===== src/rtl/lpbg_pkg.sv =====
// Shared types and constants for the LED pulse burst generator.
package lpbg_pkg;

  // Register reset values
  localparam logic [31:0] PULSE_WIDTH_RST  = 32'd50;
  localparam logic [31:0] PULSE_PERIOD_RST = 32'd1000;
  localparam logic [7:0]  PULSES_RST       = 8'd1;
  localparam logic [31:0] BURST_GAP_RST    = 32'd0;
  localparam logic [7:0]  PIN_SELECT_RST   = 8'd0;

  // Register index codes
  localparam int unsigned CFG_IDX_W = 3;
  localparam logic [CFG_IDX_W-1:0] REG_PULSE_WIDTH  = 3'd0;
  localparam logic [CFG_IDX_W-1:0] REG_PULSE_PERIOD = 3'd1;
  localparam logic [CFG_IDX_W-1:0] REG_PULSES       = 3'd2;
  localparam logic [CFG_IDX_W-1:0] REG_BURST_GAP    = 3'd3;
  localparam logic [CFG_IDX_W-1:0] REG_PIN_SELECT   = 3'd4;

  typedef struct packed {
    logic [31:0] pulse_width_ms;
    logic [31:0] pulse_period_ms;
    logic [7:0]  pulses_per_burst;
    logic [31:0] burst_gap_ms;
    logic [7:0]  pin_select;
  } lpbg_cfg_t;

  typedef struct packed {
    logic        action;
    logic [31:0] now_ms;
  } lpbg_in_t;

  typedef struct packed {
    logic        led_level;
    logic [31:0] bursts_done;
    logic        fault;
  } lpbg_out_t;

endpackage


===== src/rtl/lpbg_cfg.sv =====
// Configuration register file of the LED pulse burst generator.
module lpbg_cfg import lpbg_pkg::*; (
  input  logic                 clk,
  input  logic                 rst_n,
  input  logic                 wr_en,
  input  logic [CFG_IDX_W-1:0] wr_index,
  input  logic [31:0]          wr_data,
  output lpbg_cfg_t            cfg
);

  lpbg_cfg_t cfg_r;

  // Decode the register index and store the beat
  always_ff @(posedge clk) begin
    if (!rst_n) begin
      cfg_r.pulse_width_ms   <= PULSE_WIDTH_RST;
      cfg_r.pulse_period_ms  <= PULSE_PERIOD_RST;
      cfg_r.pulses_per_burst <= PULSES_RST;
      cfg_r.burst_gap_ms     <= BURST_GAP_RST;
      cfg_r.pin_select       <= PIN_SELECT_RST;
    end else if (wr_en) begin
      unique case (wr_index)
        REG_PULSE_WIDTH:  cfg_r.pulse_width_ms   <= wr_data;
        REG_PULSE_PERIOD: cfg_r.pulse_period_ms  <= wr_data;
        REG_PULSES:       cfg_r.pulses_per_burst <= wr_data[7:0];
        REG_BURST_GAP:    cfg_r.burst_gap_ms     <= wr_data;
        REG_PIN_SELECT:   cfg_r.pin_select       <= wr_data[7:0];
        default: ;
      endcase
    end
  end

  assign cfg = cfg_r;

endmodule


===== src/rtl/lpbg_core.sv =====
// Burst sequencer: phase state, timing compare and result forming.
module lpbg_core import lpbg_pkg::*; (
  input  logic      clk,
  input  logic      rst_n,
  input  logic      fire,
  input  lpbg_in_t  item,
  input  lpbg_cfg_t cfg,
  output lpbg_out_t result
);

  localparam logic [2:0] PH_START    = 3'd0;
  localparam logic [2:0] PH_SET_HIGH = 3'd1;
  localparam logic [2:0] PH_HIGH     = 3'd2;
  localparam logic [2:0] PH_LOW      = 3'd3;
  localparam logic [2:0] PH_WAIT     = 3'd4;
  localparam logic [2:0] PH_FAULT    = 3'd5;

  logic [2:0]  phase_r, phase_nxt;
  logic [31:0] start_r, start_nxt;
  logic [7:0]  index_r, index_nxt;
  logic [31:0] completed_r, completed_nxt;
  logic        led_r, led_nxt;

  logic [31:0] elapsed;
  logic [31:0] offset;
  logic [39:0] product;
  logic [31:0] thresh;
  logic        reached;
  logic [7:0]  index_inc;

  // Form elapsed time and the threshold for the current phase
  always_comb begin
    elapsed = item.now_ms - start_r;
    case (phase_r)
      PH_HIGH: offset = cfg.pulse_width_ms;
      PH_LOW:  offset = cfg.pulse_period_ms;
      default: offset = cfg.burst_gap_ms;
    endcase
    product   = {32'd0, index_r} * {8'd0, cfg.pulse_period_ms};
    thresh    = product[31:0] + offset;
    reached   = (elapsed >= thresh);
    index_inc = index_r + 8'd1;
  end

  // Take at most one phase step per poll beat
  always_comb begin
    phase_nxt     = phase_r;
    start_nxt     = start_r;
    index_nxt     = index_r;
    completed_nxt = completed_r;
    led_nxt       = led_r;
    if (item.action) begin
      led_nxt = 1'b0;
    end else begin
      unique case (phase_r)
        PH_START: begin
          phase_nxt = (cfg.pin_select == 8'd0) ? PH_FAULT : PH_SET_HIGH;
        end
        PH_SET_HIGH: begin
          led_nxt = (cfg.pulse_width_ms != 32'd0);
          if (index_r == 8'd0) start_nxt = item.now_ms;
          phase_nxt = PH_HIGH;
        end
        PH_HIGH: begin
          if (reached) begin
            led_nxt   = 1'b0;
            phase_nxt = PH_LOW;
          end
        end
        PH_LOW: begin
          if (reached) begin
            index_nxt = index_inc;
            phase_nxt = (index_inc >= cfg.pulses_per_burst) ? PH_WAIT : PH_SET_HIGH;
          end
        end
        PH_WAIT: begin
          if (reached) begin
            index_nxt     = 8'd0;
            completed_nxt = completed_r + 32'd1;
            phase_nxt     = PH_SET_HIGH;
          end
        end
        default: ;
      endcase
    end
  end

  // Advance the state on each accepted beat
  always_ff @(posedge clk) begin
    if (!rst_n) begin
      phase_r     <= PH_START;
      start_r     <= 32'd0;
      index_r     <= 8'd0;
      completed_r <= 32'd0;
      led_r       <= 1'b0;
    end else if (fire) begin
      phase_r     <= phase_nxt;
      start_r     <= start_nxt;
      index_r     <= index_nxt;
      completed_r <= completed_nxt;
      led_r       <= led_nxt;
    end
  end

  assign result.led_level   = led_nxt;
  assign result.bursts_done = completed_nxt;
  assign result.fault       = (phase_nxt == PH_FAULT);

  // Fault is sticky until reset
  a_fault_sticky: assert property (@(posedge clk) disable iff (!rst_n)
    phase_r == PH_FAULT |=> phase_r == PH_FAULT)
    else $error("fault phase left");

  // Shutdown always drops the LED
  a_shutdown_off: assert property (@(posedge clk) disable iff (!rst_n)
    fire && item.action |=> !led_r)
    else $error("LED on after shutdown");

  // Burst count moves only out of the burst wait phase
  a_count_hold: assert property (@(posedge clk) disable iff (!rst_n)
    (!fire || item.action || phase_r != PH_WAIT) |=> completed_r == $past(completed_r))
    else $error("burst count changed outside burst wait");

  // LED never turns on while faulted
  a_fault_dark: assert property (@(posedge clk) disable iff (!rst_n)
    phase_r == PH_FAULT |-> !led_r)
    else $error("LED on in fault phase");

endmodule


===== src/rtl/led_pulse_burst_generator_top.sv =====
// Top level of the LED pulse burst generator: beat registers around the sequencer.
// Each in_data beat is a poll (action 0) carrying the millisecond time, or a
// shutdown (action 1) that drops the LED; every beat yields one out_data beat
// with the LED level, the completed burst count and a sticky fault flag. A
// beat is held in the input register and leaves through the result register;
// a new beat is taken every cycle unless out_stall holds a full result
// register; the throughput is set by the single pass through the sequencer's one 8x32
// multiply, add and compare, whose state updates as each beat moves to the
// result register. in_stall rises only while the result register is full and
// out_stall is high. Configuration writes are always taken (cfg_ready is high)
// and should only be made while no beat is in flight.
module led_pulse_burst_generator_top import lpbg_pkg::*; (
  input  logic                 clk,
  input  logic                 rst_n,
  input  logic                 in_valid,
  output logic                 in_stall,
  input  lpbg_in_t             in_data,
  output logic                 out_valid,
  input  logic                 out_stall,
  output lpbg_out_t            out_data,
  input  logic                 cfg_valid,
  output logic                 cfg_ready,
  input  logic [CFG_IDX_W-1:0] cfg_index,
  input  logic [31:0]          cfg_data
);

  lpbg_cfg_t cfg;
  lpbg_in_t  item_r;
  logic      item_vld_r;
  lpbg_out_t res_r;
  logic      res_vld_r;
  lpbg_out_t result;
  logic      advance;
  logic      in_fire;

  assign cfg_ready = 1'b1;

  lpbg_cfg u_cfg (
    .clk      (clk),
    .rst_n    (rst_n),
    .wr_en    (cfg_valid && cfg_ready),
    .wr_index (cfg_index),
    .wr_data  (cfg_data),
    .cfg      (cfg)
  );

  // Move a beat to the result register when it is free or being taken
  assign advance  = item_vld_r && (!res_vld_r || !out_stall);
  assign in_stall = item_vld_r && !advance;
  assign in_fire  = in_valid && !in_stall;

  lpbg_core u_core (
    .clk    (clk),
    .rst_n  (rst_n),
    .fire   (advance),
    .item   (item_r),
    .cfg    (cfg),
    .result (result)
  );

  // Hold the input beat
  always_ff @(posedge clk) begin
    if (!rst_n) begin
      item_vld_r <= 1'b0;
    end else if (in_fire) begin
      item_vld_r <= 1'b1;
    end else if (advance) begin
      item_vld_r <= 1'b0;
    end
  end

  always_ff @(posedge clk) begin
    if (in_fire) item_r <= in_data;
  end

  // Hold the result beat until taken
  always_ff @(posedge clk) begin
    if (!rst_n) begin
      res_vld_r <= 1'b0;
    end else if (advance) begin
      res_vld_r <= 1'b1;
    end else if (!out_stall) begin
      res_vld_r <= 1'b0;
    end
  end

  always_ff @(posedge clk) begin
    if (advance) res_r <= result;
  end

  assign out_valid = res_vld_r;
  assign out_data  = res_r;

endmodule

===== config.mk =====
export PLATFORM = sky130hd
export DESIGN_NAME = led_pulse_burst_generator_top
export DESIGN_NICKNAME = d
export VERILOG_FILES = /design/src/rtl/lpbg_pkg.sv /design/src/rtl/lpbg_cfg.sv /design/src/rtl/lpbg_core.sv /design/src/rtl/led_pulse_burst_generator_top.sv
export SDC_FILE = /design/constraint.sdc
export NUM_CORES = 1
export LEC_CHECK = 0
export BUFFER_PORTS_ARGS = -buffer_cell sky130_fd_sc_hd__buf_4
export CORE_ASPECT_RATIO = 1.4
export CORE_MARGIN = 2
export CORE_UTILIZATION = 55
export DETAILED_ROUTE_END_ITERATION = 6
export PLACE_DENSITY = 0.73
export SKIP_CTS_REPAIR_TIMING = 1
export SLEW_MARGIN = 20
export SYNTH_ARGS = -nofsm -noshare
export SYNTH_HDL_FRONTEND = slang
export SYNTH_HIERARCHICAL = 1
export SYNTH_SLANG_ARGS = --single-unit

===== constraint.sdc =====
create_clock -name clk -period 13.65 [get_ports clk]
set_clock_uncertainty 0.15 [all_clocks]
set_input_delay 0.6825 -clock clk [delete_from_list [all_inputs] [get_ports clk]]
set_output_delay 0.6825 -clock clk [all_outputs]
set_load 0.02 [all_outputs]

* Word level (Yosys, flattened, before mapping)
Index checks and enable logic that the tools add are counted.
** Word-level totals
- Register bits after elaboration :: 257
- Bits in latches :: 0
- Memory bits (writable) :: 0
- Bits in read-only memories :: 0
- Bits of input ports :: 73
- Output and inout bits :: 37
- Logic and storage cells :: 80
- Memories kept :: 0
** Cells by class
- $add $sub $neg :: 4
- Multiply operators :: 1
- Divide/modulo/power cells :: 0
- Magnitude comparators :: 2
- Equal/unequal tests :: 12
- Shift-type cells :: 0
- Mux-type cells :: 21
- Bitwise logic cells :: 1
- Reduce and logical (&&, ||, !) cells :: 22
** Operator list (number)
- $mux W32 :: 3
- $pmux W32 S2 :: 1
- $add A32 B1 Y32 const B :: 1
- $add A32 B32 Y32 :: 1
- $ge A32 B32 Y1 :: 1
- $mul A8 B32 Y32 :: 1
- $reduce_bool A32 Y1 :: 1
- $sub A32 B32 Y32 :: 1
- $mux W3 :: 6
- $logic_not A8 Y1 :: 2
- $mux W8 :: 2
- $pmux W8 S2 :: 1
- $pmux W3 S5 :: 1
- $eq A3 B2 Y1 const B :: 4
- $reduce_and A2 Y1 :: 5
- $eq A3 B3 Y1 const B :: 3
- $add A8 B1 Y8 const B :: 1
- $ge A8 B8 Y1 :: 1
- $eq A3 B1 Y1 const B :: 2
- $logic_not A3 Y1 :: 2
- $mux W1 :: 6
- $ne A2 B1 Y1 const B :: 3
- $reduce_and A5 Y1 :: 1
- $logic_not A1 Y1 :: 4
- 6 further kinds :: 9

* Depth between registers and ports, before layout
- Depth in word-level cells :: 8
- Mapped depth :: 37
- Mapped depth without buffers :: 32

* Modules after synthesis
Netlist, hierarchy kept.
** By module, submodules not included
- lpbg_core :: times used 1, cells each 1799, area each 14452.6 um^2, sequential area each 1521.5 um^2
- lpbg_cfg :: times used 1, cells each 411, area each 4222.8 um^2, sequential area each 2242.2 um^2
- led_pulse_burst_generator_top :: times used 1, cells each 77, area each 2107.0 um^2, sequential area each 2052.0 um^2

* Worst setup path before layout
OpenSTA, ideal clock, no wires.
- Kind :: register -> register
- Start point :: reg u_core.phase_r[0]
- End point :: reg res_r, in the netlist out_data[0], data pin
- Library setup time :: 0.264 ns
- Data arrival time :: 7.549 ns
- Data required time :: 13.236 ns
- Path slack :: 5.687 ns
- Stages on the path, launching flop included :: 34
- Buffers on the path :: 3
- Period minus slack after synthesis :: 7.963 ns
- Cells stage by stage :: dfxtp_1 -> clkbuf_1 -> buf_1 -> mux2i_1 -> nor2_1 -> a21oi_1 -> fa_1 -> inv_1 -> fa_1 -> fa_1 -> inv_1 -> fa_1 -> inv_1 -> ha_1 -> a2111oi_0 -> o21ai_0 -> nand4bb_1 -> o211ai_1 -> o41ai_1 -> o22ai_1 -> nor2_1 -> o21ai_0 -> a21oi_1 -> xor2_1 -> ha_1 -> nand4_1 -> nor2_1 -> nand2_1 -> o21a_1 -> buf_2 -> or4_1 -> a211o_1 -> o21ai_0 -> nor3_1
** RTL lines
- start: declaration :: RTL line lpbg_core.sv:18 : logic [2:0] phase_r, phase_nxt;
- start signal: assignment :: RTL line lpbg_core.sv:97 : phase_r <= phase_nxt;
- end signal: assignment :: RTL line led_pulse_burst_generator_top.sv:88 : if (advance) res_r <= result;
- end: declaration :: RTL line led_pulse_burst_generator_top.sv:30 : lpbg_out_t res_r;

==> impl_metrics.yaml <==
outcome:
  status: "complete, no violations"
synthesis:
  synth_area_mm2: 0.0208
  yosysWarningCount: 6
  synth_edf_count: 67
  synth_top_cell_area_share: 0.183
  netlist_instances: 2287
  yosysTopAreaCell: "dfxtp_1"
  async_flop_share: 0
  ys_ff_latch: 257
  yosysSeqAreaShare: 0.280
  yosys-top-cells-area: "dfxtp_1, fa_1, edfxtp_1"
  synthDistinctLibCells: 71
  syn_nets: 2662
  syn_area_per_cell_um2: 9.09
  ys.flop_type: "dfxtp_1"
power_and_ir_drop:
  p_per_area_mw_per_mm2: 75.6
  irDropWorstVdd_uv: 85.7
  leakage_nw: 9.73
grt:
  grt_antenna_before_repair: 0
  grt_pass1_wl_um: 77600
  grt.total_usage: 0.239
  grt_overflow: 0
  grt_max_degree: 90
  grt_pass1_vias: 16135
cells_and_area:
  final_core_util: 0.607
  diodes: 0
  fin_nets: 2708
  final_cell_area_mm2: 0.0227
  fill_cells: 3202
  drive_above_1_share: 0.0787
  area.growth.synth_to_final_pct: 9.23
  stdcell_count: 2825
placed_design:
  place_hpwl_um: 35100
  io_buffers: 108
  dpl_cell_area_mm2: 0.0219
  place_inst: 2778
  gp_congestion: 0.886
route:
  avgViaCountPerCell: 5.44
  remaining_drc_errors: 0
  wire_per_inst_um: 16.3
  dr.pass1.iters: 5
  routed_wl_um: 46100
  ant_nets: 0
  drtIter0Drc: 949
  vias: 15374
sta:
  rsz0062_at_grt: "no"
  hold_violations: 0
  period_needed_ns: 9.05
  hold-worst-slack_ns: 0.147
  tns_ns: 0
  setup-violations-final: 0
  fmax_ghz: 0.111
  slew_headroom: 0.258
  drv_slew: 0
  worstMarginPinSlew_ns: 1.11
  fin_crit_sh: 0.663
setup_path:
  critical-path-top-delay-family: "compound AO/OA/AOI/OAI gates"
  crit_type: "flop to flop"
  crit_path_max_fanout: 64
  cp.required_ns: 13.80
  worst-path-buf-inv: 4
  startpoint: "u_core/phase_r[2]"
  cp_data_arrival_time_ns: 9.20
  critPathLaunchType: "flop"
  slowest_delay_ns: 0.60
  cp_slowest_cell: "o21a_1"
  cp-end-kind: "flop"
  worstReg2RegStart: "u_core/phase_r[2]"
min_path:
  min_from: "in_data[16]"
  min_path_type: "input pin to flop"
floorplan:
  die-area_mm2: 0.0394
  initial_core_util: 0.555
  num_rows: 84
  die_w_um: 168
  dieHeight_um: 234
  coreArea_mm2: 0.0374
  io-pin-count: 110
clock_network:
  htree_levels: 1
  ctsRootBufferMaster: "clkbuf_16"
  clockBufferDepth: 3
  clock-sinks: 257
  cts_tree: "yes"
  cts_made_buffers: 26
  clkSlewWorstSetupHoldPaths_ns: 0.06
  clk_latency_ns: 0.56
flow_run:
  cap_violations: 0
registers in the layout (all words and copies together) (netlist names):
name,flops
item_r,33
item_vld_r,1
out_data,34
out_valid,1
u_cfg/cfg,112
u_core/completed_r,32
u_core/index_r,8
u_core/led_r,1
u_core/phase_r,3
u_core/start_r,32
synthesized netlist by cell type (38+ instances only):
library cell    n
inv_1         277
a21boi_0       38
xor2_1         40
ha_1          115
and2_1        168
nor2_1         77
edfxtp_1       67
clkbuf_1       72
a21oi_1        98
dfxtp_1       190
fa_1          187
xnor2_1        94
mux2i_1       144
o21ai_0        43
nand2_1       352
nand3_1        39
cell usage in the layout (no fill, tap or decap), types with 11 or more instances in the layout:
cell type,n
nand2_1,352
inv_1,277
dfxtp_1,189
fa_1,187
and2_1,168
mux2i_1,144
buf_4,124
ha_1,115
a21oi_1,98
xnor2_1,94
nor2_1,77
edfxtp_1,67
o21ai_0,43
xor2_1,40
nand3_1,39
a21boi_0,37
nor2b_1,35
a21o_1,35
clkbuf_16,26
nand4_1,19
and3_1,18
nor3_1,17
nor4_1,14
nand2b_1,11
metrics by stage:
stage | setup slack (ns) | total power [mW]
finish | 4.60 | 1.72
global route | 4.02 | 1.79
CTS | 4.42 | 1.73
detailed placement | 4.46 | 1.04
global placement | 4.82 | 1.03
floorplan | 5.69 | 0.974
metal layers:
| metal | wire length (um) | GRT usage | share of wire |
|---|---|---|---|
| met5 | 0 | 0 | 0 |
| met4 | 1180 | 0.0733 | 0.026 |
| met3 | 1860 | 0.0236 | 0.040 |
| met2 | 23000 | 0.435 | 0.50 |
| met1 | 20000 | 0.300 | 0.43 |
layout make-up:
type | instances | area [um2] | area share
Clock buffer | 31 | 689 | 0.0304
Clock inverter | 16 | 128 | 0.00562
Tap cell | 473 | 592 | 0.0261
Multi-Input combinational cell | 1646 | 13500 | 0.594
Sequential cell | 257 | 5820 | 0.256
Inverter | 277 | 1040 | 0.0458
Timing Repair Buffer | 125 | 942 | 0.0415
where the power goes:
| group | switching (mW) | leakage [nW] | internal [mW] | total, mW |
|---|---|---|---|---|
| Combinational | 0.118 | 7.17 | 0.0885 | 0.206 |
| Sequential | 0.0170 | 2.16 | 0.802 | 0.819 |
| Clock | 0.309 | 0.395 | 0.381 | 0.690 |
| Total | 0.444 | 9.73 | 1.27 | 1.72 |
final timing paths:
path	slack, ns	to	cells past startpoint
worst max-delay path	4.60	out_data[2]	29
worst min-delay path	0.15	item_r[16]	1
worst max register to register	4.60	out_data[2]	29
worst min register to register	0.31	u_cfg/cfg[14]	2
logic make-up (layout without fill, tap and decap cells):
logic type,after synthesis,count (layout),synth area share
AND/OR/NAND/NOR,786,786,0.187
buffers and inverters,384,449,0.0731
adder cells (fa/ha/maj),302,302,0.249
AO/OA/AOI/OAI,278,278,0.0842
flip-flops,257,257,0.280
multiplexers,145,145,0.0699
XOR/XNOR,134,134,0.0565
other,1,1,0.000180
Note: power is estimated with default switching activity, not from simulation.
